## src/sv/wsp_pkg.sv

```systemverilog
// shared types and constants for the wave header and sample parser
package wsp_pkg;

  localparam logic [31:0] TAG_RIFF  = 32'h4646_4952;
  localparam logic [31:0] TAG_WAVE  = 32'h4556_4157;
  localparam logic [31:0] TAG_FMT   = 32'h2074_6D66;
  localparam logic [31:0] SIZE_BIAS = 32'd36;
  localparam logic [7:0]  CHAR_D    = 8'h64;
  localparam logic [7:0]  CHAR_T    = 8'h74;
  localparam logic [7:0]  CHAR_A    = 8'h61;
  localparam logic [31:0] RECIP3    = 32'hAAAA_AAAB;

  localparam logic [1:0] KIND_HEADER = 2'd0;
  localparam logic [1:0] KIND_SAMPLE = 2'd1;
  localparam logic [1:0] KIND_ERROR  = 2'd2;

  localparam logic [2:0] ERR_OK       = 3'd0;
  localparam logic [2:0] ERR_NOT_RIFF = 3'd1;
  localparam logic [2:0] ERR_NOT_WAVE = 3'd2;
  localparam logic [2:0] ERR_NO_FMT   = 3'd3;
  localparam logic [2:0] ERR_FORMAT   = 3'd4;
  localparam logic [2:0] ERR_NO_DATA  = 3'd5;

  typedef struct packed {
    logic       shift_en;
    logic       ld_riff;
    logic       ld_chan;
    logic       ld_rate;
    logic       ld_depth;
    logic       scan_clr;
    logic       scan_inc;
    logic       ld_pair;
    logic       emit_hdr;
    logic       emit_smp;
    logic       emit_err;
    logic [2:0] err_code;
  } wsp_cmd_t;

  typedef struct packed {
    logic       riff_ok;
    logic       wave_ok;
    logic       fmt_ok;
    logic       pcm_ok;
    logic       depth_ok;
    logic       pair_da;
    logic       pair_ta;
    logic       scan_odd;
    logic       scan_end;
    logic [1:0] nm1;
  } wsp_sts_t;

endpackage

```

## src/sv/wsp_ctrl.sv

```systemverilog
// parse controller: phase sequencing and command generation
module wsp_ctrl (
  input  logic              clk_i,
  input  logic              rst_ni,
  input  logic              accept_i,
  input  wsp_pkg::wsp_sts_t sts_i,
  output wsp_pkg::wsp_cmd_t cmd_o
);
  import wsp_pkg::*;

  typedef enum logic [2:0] {
    PH_RIFF, PH_SIZE, PH_WAVE, PH_FMT, PH_SCAN, PH_DSIZE, PH_SAMP, PH_ERR
  } phase_e;

  phase_e     phase_q, phase_d;
  logic [5:0] off_q, off_d;
  logic [1:0] sbc_q, sbc_d;
  logic       da_q, da_d;

  always_comb begin
    phase_d = phase_q;
    off_d   = off_q;
    sbc_d   = sbc_q;
    da_d    = da_q;
    cmd_o   = '0;
    if (accept_i && phase_q != PH_ERR) begin
      cmd_o.shift_en = 1'b1;
      unique case (phase_q)
        PH_RIFF, PH_SIZE, PH_WAVE, PH_FMT: begin
          off_d = off_q + 6'd1;
          case (off_q)
            6'd3: begin
              if (!sts_i.riff_ok) begin
                cmd_o.emit_err = 1'b1;
                cmd_o.err_code = ERR_NOT_RIFF;
                phase_d = PH_ERR;
              end else begin
                phase_d = PH_SIZE;
              end
            end
            6'd7: begin
              cmd_o.ld_riff = 1'b1;
              phase_d = PH_WAVE;
            end
            6'd11: begin
              if (!sts_i.wave_ok) begin
                cmd_o.emit_err = 1'b1;
                cmd_o.err_code = ERR_NOT_WAVE;
                phase_d = PH_ERR;
              end else begin
                phase_d = PH_FMT;
              end
            end
            6'd15: begin
              if (!sts_i.fmt_ok) begin
                cmd_o.emit_err = 1'b1;
                cmd_o.err_code = ERR_NO_FMT;
                phase_d = PH_ERR;
              end
            end
            6'd21: begin
              if (!sts_i.pcm_ok) begin
                cmd_o.emit_err = 1'b1;
                cmd_o.err_code = ERR_FORMAT;
                phase_d = PH_ERR;
              end
            end
            6'd23: cmd_o.ld_chan = 1'b1;
            6'd27: cmd_o.ld_rate = 1'b1;
            6'd35: begin
              cmd_o.ld_depth = 1'b1;
              if (!sts_i.depth_ok) begin
                cmd_o.emit_err = 1'b1;
                cmd_o.err_code = ERR_FORMAT;
                phase_d = PH_ERR;
              end else begin
                cmd_o.scan_clr = 1'b1;
                da_d = 1'b0;
                phase_d = PH_SCAN;
              end
            end
            default: ;
          endcase
        end
        PH_SCAN: begin
          cmd_o.scan_inc = 1'b1;
          if (!sts_i.scan_odd) begin
            cmd_o.ld_pair = 1'b1;
          end else if (da_q) begin
            da_d = 1'b0;
            if (sts_i.pair_ta) begin
              phase_d = PH_DSIZE;
              sbc_d = 2'd0;
            end else if (sts_i.scan_end) begin
              cmd_o.emit_err = 1'b1;
              cmd_o.err_code = ERR_NO_DATA;
              phase_d = PH_ERR;
            end
          end else if (sts_i.pair_da) begin
            da_d = 1'b1;
          end else if (sts_i.scan_end) begin
            cmd_o.emit_err = 1'b1;
            cmd_o.err_code = ERR_NO_DATA;
            phase_d = PH_ERR;
          end
        end
        PH_DSIZE: begin
          if (sbc_q != 2'd3) begin
            sbc_d = sbc_q + 2'd1;
          end else begin
            sbc_d = 2'd0;
            cmd_o.emit_hdr = 1'b1;
            phase_d = PH_SAMP;
          end
        end
        PH_SAMP: begin
          if (sbc_q < sts_i.nm1) begin
            sbc_d = sbc_q + 2'd1;
          end else begin
            sbc_d = 2'd0;
            cmd_o.emit_smp = 1'b1;
          end
        end
        PH_ERR: ;
        default: ;
      endcase
    end
  end

  always_ff @(posedge clk_i or negedge rst_ni) begin
    if (!rst_ni) begin
      phase_q <= PH_RIFF;
      off_q   <= '0;
      sbc_q   <= '0;
      da_q    <= 1'b0;
    end else begin
      phase_q <= phase_d;
      off_q   <= off_d;
      sbc_q   <= sbc_d;
      da_q    <= da_d;
    end
  end

endmodule

```

## src/sv/wsp_dpath.sv

```systemverilog
// parse datapath: field capture, scan counter, sample assembly, result register
module wsp_dpath (
  input  logic              clk_i,
  input  logic              rst_ni,
  input  logic [7:0]        data_byte_i,
  input  logic              mid_side_i,
  input  wsp_pkg::wsp_cmd_t cmd_i,
  output wsp_pkg::wsp_sts_t sts_o,
  input  logic              out_stall_i,
  output logic              out_valid_o,
  output logic [1:0]        result_kind_o,
  output logic [2:0]        error_code_o,
  output logic [15:0]       channel_count_o,
  output logic [31:0]       sample_rate_o,
  output logic [15:0]       bits_per_sample_o,
  output logic [31:0]       sample_total_o,
  output logic [15:0]       channel_index_o,
  output logic signed [31:0] sample_value_o
);
  import wsp_pkg::*;

  function automatic logic [31:0] sext_w(input logic [31:0] v, input logic [1:0] nm1);
    logic [31:0] r;
    case (nm1)
      2'd0:    r = {{24{v[7]}}, v[7:0]};
      2'd1:    r = {{16{v[15]}}, v[15:0]};
      2'd2:    r = {{8{v[23]}}, v[23:0]};
      default: r = v;
    endcase
    return r;
  endfunction

  logic [31:0] fs_q, fs_d;
  logic [31:0] riff_q, rate_q, scan_q;
  logic [15:0] chan_q, depth_q, cur_q;
  logic [7:0]  pair_q;
  logic [31:0] left_q;
  logic        valid_q;
  logic [1:0]  kind_q;
  logic [2:0]  err_q;
  logic [15:0] ocnt_q, obits_q, ochan_q;
  logic [31:0] orate_q, ototal_q, oval_q;

  logic [1:0]  nm1;
  logic [15:0] hi16;
  logic [31:0] aligned, value, side, total;
  logic [63:0] prod;
  logic [16:0] cur_inc;

  assign fs_d = {data_byte_i, fs_q[31:8]};
  assign hi16 = fs_d[31:16];
  assign nm1  = depth_q[4:3] - 2'd1;

  assign sts_o.riff_ok  = (fs_d == TAG_RIFF);
  assign sts_o.wave_ok  = (fs_d == TAG_WAVE);
  assign sts_o.fmt_ok   = (fs_d == TAG_FMT);
  assign sts_o.pcm_ok   = (hi16 == 16'd1);
  assign sts_o.depth_ok = (hi16 == 16'd8) || (hi16 == 16'd16) ||
                          (hi16 == 16'd24) || (hi16 == 16'd32);
  assign sts_o.pair_da  = (pair_q == CHAR_D) && (data_byte_i == CHAR_A);
  assign sts_o.pair_ta  = (pair_q == CHAR_T) && (data_byte_i == CHAR_A);
  assign sts_o.scan_odd = scan_q[0];
  assign sts_o.scan_end = (scan_q + 32'd1) >= riff_q;
  assign sts_o.nm1      = nm1;

  // division of the data size by bytes per sample
  assign prod = 64'(fs_d) * 64'(RECIP3);
  always_comb begin
    case (nm1)
      2'd0:    total = fs_d;
      2'd1:    total = fs_d >> 1;
      2'd2:    total = 32'(prod[63:33]);
      default: total = fs_d >> 2;
    endcase
  end

  always_comb begin
    case (nm1)
      2'd0:    aligned = {24'd0, fs_d[31:24]};
      2'd1:    aligned = {16'd0, fs_d[31:16]};
      2'd2:    aligned = {8'd0, fs_d[31:8]};
      default: aligned = fs_d;
    endcase
  end

  assign value   = sext_w(aligned, nm1);
  assign side    = sext_w(left_q - value, nm1);
  assign cur_inc = {1'b0, cur_q} + 17'd1;

  always_ff @(posedge clk_i or negedge rst_ni) begin
    if (!rst_ni) begin
      fs_q     <= '0;
      riff_q   <= '0;
      rate_q   <= '0;
      scan_q   <= '0;
      chan_q   <= '0;
      depth_q  <= '0;
      cur_q    <= '0;
      pair_q   <= '0;
      left_q   <= '0;
      valid_q  <= 1'b0;
      kind_q   <= '0;
      err_q    <= '0;
      ocnt_q   <= '0;
      obits_q  <= '0;
      ochan_q  <= '0;
      orate_q  <= '0;
      ototal_q <= '0;
      oval_q   <= '0;
    end else begin
      if (cmd_i.emit_hdr || cmd_i.emit_smp || cmd_i.emit_err) valid_q <= 1'b1;
      else if (valid_q && !out_stall_i) valid_q <= 1'b0;
      if (cmd_i.shift_en) fs_q <= fs_d;
      if (cmd_i.ld_riff)  riff_q <= fs_d - SIZE_BIAS;
      if (cmd_i.ld_chan)  chan_q <= hi16;
      if (cmd_i.ld_rate)  rate_q <= fs_d;
      if (cmd_i.ld_depth) depth_q <= hi16;
      if (cmd_i.scan_clr) scan_q <= '0;
      else if (cmd_i.scan_inc) scan_q <= scan_q + 32'd1;
      if (cmd_i.ld_pair)  pair_q <= data_byte_i;

      if (cmd_i.emit_err) begin
        kind_q   <= KIND_ERROR;
        err_q    <= cmd_i.err_code;
        ocnt_q   <= '0;
        orate_q  <= '0;
        obits_q  <= '0;
        ototal_q <= '0;
        ochan_q  <= '0;
        oval_q   <= '0;
      end else if (cmd_i.emit_hdr) begin
        kind_q   <= KIND_HEADER;
        err_q    <= ERR_OK;
        ocnt_q   <= chan_q;
        orate_q  <= rate_q;
        obits_q  <= depth_q;
        ototal_q <= total;
        ochan_q  <= '0;
        oval_q   <= '0;
        cur_q    <= '0;
      end else if (cmd_i.emit_smp) begin
        kind_q   <= KIND_SAMPLE;
        err_q    <= ERR_OK;
        ocnt_q   <= '0;
        orate_q  <= '0;
        obits_q  <= '0;
        ototal_q <= '0;
        if (mid_side_i) begin
          if (cur_q == 16'd0) begin
            left_q  <= value;
            ochan_q <= 16'd0;
            oval_q  <= value;
            cur_q   <= 16'd1;
          end else begin
            ochan_q <= 16'd1;
            oval_q  <= side;
            cur_q   <= '0;
          end
        end else begin
          ochan_q <= cur_q;
          oval_q  <= value;
          if (cur_inc >= {1'b0, chan_q}) cur_q <= '0;
          else cur_q <= cur_inc[15:0];
        end
      end
    end
  end

  assign out_valid_o       = valid_q;
  assign result_kind_o     = kind_q;
  assign error_code_o      = err_q;
  assign channel_count_o   = ocnt_q;
  assign sample_rate_o     = orate_q;
  assign bits_per_sample_o = obits_q;
  assign sample_total_o    = ototal_q;
  assign channel_index_o   = ochan_q;
  assign sample_value_o    = signed'(oval_q);

endmodule

```

## src/sv/wav_header_and_sample_parser.sv

```systemverilog
// top level of the wave header and sample parser
// Takes one stream byte per transaction and can accept a byte every cycle; each byte
// gives at most one result, so input stalls only while a finished result waits
// in the single output register with the output side stalled. The header result
// is registered in the cycle after the last data size byte is taken, through
// one 32x32 reciprocal multiply for the divide by three.
// After an error the block takes and drops every byte until reset. The
// mid_side_mode register sits at byte address 0 of the configuration port.
module wav_header_and_sample_parser (
  input  logic              clk_i,
  input  logic              rst_ni,
  input  logic              psel,
  input  logic              penable,
  input  logic              pwrite,
  input  logic [2:0]        paddr,
  input  logic [31:0]       pwdata,
  output logic [31:0]       prdata,
  output logic              pready,
  input  logic              in_valid_i,
  output logic              in_stall_o,
  input  logic [7:0]        data_byte_i,
  output logic              out_valid_o,
  input  logic              out_stall_i,
  output logic [1:0]        result_kind_o,
  output logic [2:0]        error_code_o,
  output logic [15:0]       channel_count_o,
  output logic [31:0]       sample_rate_o,
  output logic [15:0]       bits_per_sample_o,
  output logic [31:0]       sample_total_o,
  output logic [15:0]       channel_index_o,
  output logic signed [31:0] sample_value_o
);
  import wsp_pkg::*;

  logic     mode_q;
  logic     accept;
  wsp_cmd_t cmd;
  wsp_sts_t sts;

  assign pready = 1'b1;
  assign prdata = (paddr[2] == 1'b0) ? {31'd0, mode_q} : 32'd0;

  always_ff @(posedge clk_i or negedge rst_ni) begin
    if (!rst_ni) begin
      mode_q <= 1'b0;
    end else if (psel && penable && pwrite && pready && paddr[2] == 1'b0) begin
      mode_q <= pwdata[0];
    end
  end

  assign in_stall_o = out_valid_o && out_stall_i;
  assign accept     = in_valid_i && !in_stall_o;

  wsp_ctrl u_ctrl (
    .clk_i    (clk_i),
    .rst_ni   (rst_ni),
    .accept_i (accept),
    .sts_i    (sts),
    .cmd_o    (cmd)
  );

  wsp_dpath u_dpath (
    .clk_i             (clk_i),
    .rst_ni            (rst_ni),
    .data_byte_i       (data_byte_i),
    .mid_side_i        (mode_q),
    .cmd_i             (cmd),
    .sts_o             (sts),
    .out_stall_i       (out_stall_i),
    .out_valid_o       (out_valid_o),
    .result_kind_o     (result_kind_o),
    .error_code_o      (error_code_o),
    .channel_count_o   (channel_count_o),
    .sample_rate_o     (sample_rate_o),
    .bits_per_sample_o (bits_per_sample_o),
    .sample_total_o    (sample_total_o),
    .channel_index_o   (channel_index_o),
    .sample_value_o    (sample_value_o)
  );

endmodule

```

## config.mk

```make
export PLATFORM = sky130hd
export DESIGN_NAME = wav_header_and_sample_parser
export DESIGN_NICKNAME = d
export VERILOG_FILES = /design/src/sv/wsp_pkg.sv /design/src/sv/wsp_ctrl.sv /design/src/sv/wsp_dpath.sv /design/src/sv/wav_header_and_sample_parser.sv
export SDC_FILE = /design/constraint.sdc
export NUM_CORES = 2
export LEC_CHECK = 0
export BUFFER_PORTS_ARGS = -buffer_cell sky130_fd_sc_hd__buf_2
export CORE_ASPECT_RATIO = 0.9
export CORE_UTILIZATION = 57
export DETAILED_ROUTE_END_ITERATION = 8
export MAX_ROUTING_LAYER = met4
export PLACE_DENSITY_LB_ADDON = 0.1
export SYNTH_ARGS = -nofsm -noshare
export SYNTH_HDL_FRONTEND = slang
export SYNTH_SLANG_ARGS = --single-unit
```

## constraint.sdc

```tcl
create_clock -name clk_i -period 7.7 [get_ports clk_i]
set_input_delay 1.155 -clock clk_i [delete_from_list [all_inputs] [get_ports clk_i]]
set_output_delay 1.155 -clock clk_i [all_outputs]
set_load 0.02 [all_outputs]
```

==> summary.md <==
## Status
* status: complete, no violations

## Synthesis
* gate count after technology mapping: 3844
* Synth async-reset ratio: 100%
* mean area per synthesized cell: 9.55 um^2
* number of enable flip-flop cells after synthesis: 0
* Seq/Total Area, Yosys: 25.3%
* register bit count reported by yosys: 371
* most used flip-flop cell after synthesis: sky130_fd_sc_hd__dfrtp_1
* total of warnings raised by yosys: 0
* cell area after technology mapping: 36700 um^2
* distinct cell type count after synthesis: 102

## Worst setup path
* Setup CP Type: register to register
* master of the slowest instance on the critical path: sky130_fd_sc_hd__fa_2
* CP required: 8.15 ns
* endpoint of the most critical register-to-register path: u_dpath.sample_total_o[17]
* crit-path most repeated cell: sky130_fd_sc_hd__fa_1
* CP endpoint kind: register
* CP peak stage delay: 0.62 ns
* critical path launch point type: register
* critical-path maximum fanout: 4
* number of cells on the worst reg-to-reg path: 25
* worst reg2reg path startpoint: u_dpath.fs_q[23]
* Critical Path AT: 8.02 ns
* setup slack of the worst register-to-register path: 0.13 ns

## Worst hold path
* Hold Path Class: register to register
* startpoint of the tightest hold check path: u_dpath.sample_value_o[13]
* worst hold path stage count: 1
* terminating pin of the worst hold path: u_dpath.sample_value_o[13]

## Timing
* final setup violating endpoints: 0
* Layout Skew: 0.0203 ns
* normalized max-slew margin: 23.1%
* Final Critical Period: 7.57 ns
* Worst Hold Slack: 0.474 ns
* Hold Violations, Final: 0
* fmax: 0.132 GHz
* post-route clock period utilization: 98.3%
* Worst Max-Slew Pin Slew: 1.15 ns
* pins over their slew limit: 0
* summed negative setup slack over all endpoints: 0 ns

## Placed design
* instance count after placement with tap cells included: 4994
* hpwl dp: 93500 um
* weighted congestion reported at the end of routability-driven placement: 1.02
* buffers added on ports: 168

## GRT
* number of antenna violations at the first check in global routing: 6
* global-route wire length before repair: 179000 um
* global-route congestion overflow total: 0
* via count of the first global-routing pass: 29642
* global routing usage summed across all routing layers: 37.2%
* pin count of the biggest net entering global routing: 141

## Clock network
* clock transition at the register clock pins on the worst setup and hold paths after CTS: 0.06 ns
* clock tree from TritonCTS: yes
* CTS Hold Bufs: 0
* root buffer cell: sky130_fd_sc_hd__clkbuf_16
* Clk Latency, worst-skew pair: 0.55 ns
* H-tree lvl count: 2
* clk buf depth: 3
* number of buffers created by CTS: 37
* Sink Count: 371

## Floorplanning
* I/O pin count: 234
* Die Area: 65500 um^2
* floorplan core area: 63100 um^2
* Initial Utilization: 58.2%
* height of the die: 243 um
* standard-cell rows: 87
* die boundary width: 270 um

## Final layout
* Final nets: 5060
* fraction of layout cells with a size suffix above 1: 17.6%
* most frequent standard cell in the layout excluding fill and tap cells: sky130_fd_sc_hd__inv_1
* number of standard cells in the final layout excluding fillers: 5078
* most frequent cells in the layout: sky130_fd_sc_hd__inv_1, sky130_fd_sc_hd__ha_1, sky130_fd_sc_hd__dfrtp_1
* layout-stage area growth over the synthesis result: 14.3%

## Route
* Post-route DRC: 0
* sum of routed wire length over all layers: 117000 um
* 1st-pass router iterations: 8
* Antenna Nets Post-Route: 0
* Via-to-Cell Ratio: 5.90
* Iter 0 DRT Violations: 3174
* via count of the routed design: 29978
* drt wl/cell: 23.0 um

## Job
* MaxCap Viol Count: 0

-- cells in the mapped netlist, types with 7 or more instances --
master | instances | area share [%]
sky130_fd_sc_hd__buf_4 | 34 | 0.69
sky130_fd_sc_hd__or2_2 | 12 | 0.20
sky130_fd_sc_hd__nand2_1 | 340 | 3.5
sky130_fd_sc_hd__nand2b_1 | 35 | 0.60
sky130_fd_sc_hd__o21ai_1 | 7 | 0.095
sky130_fd_sc_hd__o21a_1 | 17 | 0.35
sky130_fd_sc_hd__mux2_2 | 54 | 1.7
sky130_fd_sc_hd__a211oi_1 | 20 | 0.41
sky130_fd_sc_hd__or3_1 | 13 | 0.22
sky130_fd_sc_hd__inv_1 | 609 | 6.2
sky130_fd_sc_hd__and2_1 | 24 | 0.41
sky130_fd_sc_hd__a21oi_1 | 174 | 2.4
sky130_fd_sc_hd__nand4_1 | 37 | 0.63
sky130_fd_sc_hd__o211ai_1 | 8 | 0.16
sky130_fd_sc_hd__o31ai_1 | 27 | 0.55
sky130_fd_sc_hd__fa_1 | 360 | 20
sky130_fd_sc_hd__buf_2 | 18 | 0.25
sky130_fd_sc_hd__buf_1 | 9 | 0.092
sky130_fd_sc_hd__nor2b_1 | 19 | 0.32
sky130_fd_sc_hd__xnor2_1 | 81 | 1.9
sky130_fd_sc_hd__a32oi_1 | 9 | 0.21
sky130_fd_sc_hd__nor4_1 | 15 | 0.26
sky130_fd_sc_hd__a32o_1 | 16 | 0.44
sky130_fd_sc_hd__o21bai_1 | 19 | 0.39
sky130_fd_sc_hd__and3_1 | 27 | 0.46
sky130_fd_sc_hd__a21o_1 | 59 | 1.2
sky130_fd_sc_hd__a221oi_1 | 24 | 0.57
sky130_fd_sc_hd__dfrtp_1 | 371 | 25
sky130_fd_sc_hd__mux2i_1 | 7 | 0.19
sky130_fd_sc_hd__ha_1 | 446 | 15
sky130_fd_sc_hd__xor2_1 | 67 | 1.6
sky130_fd_sc_hd__a31oi_1 | 29 | 0.49
sky130_fd_sc_hd__a22o_1 | 89 | 2.1
sky130_fd_sc_hd__a22oi_1 | 15 | 0.31
sky130_fd_sc_hd__nor2_1 | 173 | 1.8
sky130_fd_sc_hd__nor3b_1 | 8 | 0.16
sky130_fd_sc_hd__nand3_1 | 49 | 0.67
sky130_fd_sc_hd__o21ai_0 | 240 | 3.3
sky130_fd_sc_hd__a221o_1 | 15 | 0.41
sky130_fd_sc_hd__nor3_1 | 45 | 0.61
sky130_fd_sc_hd__clkbuf_1 | 115 | 1.2
-- through the flow --
step | setup WS, ns | utilization [%] | area, um^2
detailed placement | -0.422 | 63.5 | 40100
global route | -0.0375 | 66.5 | 42000
global placement | -0.341 | 63.5 | 40100
CTS | 0.00225 | 65.4 | 41300
floorplan | 0.0298 | - | 36900
finish | 0.130 | 66.5 | 42000
-- worst max-delay path, delay by kind of cell, from the launching register on --
family,cells,cell delay (ns)
adders and majority gates,9,3.90
xor gates and xnor gates,1,0.19
and+or+nand+nor,4,0.99
AOI/OAI and AO/OA,4,0.98
buffers and inverters,6,0.63
muxes,1,0.32
DFF,1,0.46
-- metal layers --
layer	up-vias	wire [um]	GRT usage, %
met2	1308	51500	54.5
met4	0	4040	11.1
li1	13616	-	-
met3	212	10800	7.98
met1	14842	50400	51.7
met5	-	0	-
-- kinds of logic (layout without fill, tap and decap cells) --
family | Yosys count | after routing | synth area share (%)
multiplexers | 63 | 63 | 1.93
flip-flops | 371 | 371 | 25.3
AO/OA/AOI/OAI | 827 | 827 | 14.9
other | 2 | 36 | 0.0204
AND/OR/NAND/NOR | 830 | 830 | 10.7
adder cells (fa/ha/maj) | 806 | 806 | 34.8
XOR/XNOR | 148 | 148 | 3.53
buffers and inverters | 797 | 1152 | 8.83
-- sequential cells by signal (all words and copies together), names as in the netlist, 24 cells and up --
name and flops:
u_dpath.fs_q 24, u_dpath.left_q 32, u_dpath.rate_q 32, u_dpath.riff_q 32, u_dpath.sample_rate_o 32, u_dpath.sample_total_o 32
u_dpath.sample_value_o 32, u_dpath.scan_q 32
-- layout make-up --
class,count,area (um^2)
Antenna cell,4,10.0
Clock buffer,52,1090
Clock inverter,12,73.8
Fill cell,5247,21200
Inverter,609,2290
Multi-Input combinational cell,2706,24900
Sequential cell,371,9300
Tap cell,845,1060
Timing Repair Buffer,479,3230
-- how the worst max path moves through the flow --
stage                startpoint                          to
2_1_floorplan    data_byte_i[1]  u_dpath.sample_total_o[17]
3_3_place_gp     data_byte_i[0]  u_dpath.sample_total_o[17]
3_5_place_dp     data_byte_i[0]  u_dpath.sample_total_o[17]
4_1_cts        u_dpath.fs_q[19]  u_dpath.sample_total_o[19]
5_1_grt        u_dpath.fs_q[21]  u_dpath.sample_total_o[17]
6_report       u_dpath.fs_q[23]  u_dpath.sample_total_o[17]
-- timing repair --
action / in CTS / in global routing
pin swaps: 1 / 38
hold endpoints to repair: 0 / 0
endpoints found under the setup margin: 7 / 27
cloned: 0 / 0
setup buffers: 0 / 16
resized for setup: 4 / 118
Power is left out: the tool's default activity adds up to more than one toggle a clock period on the data nets, which glitch-free logic cannot reach.
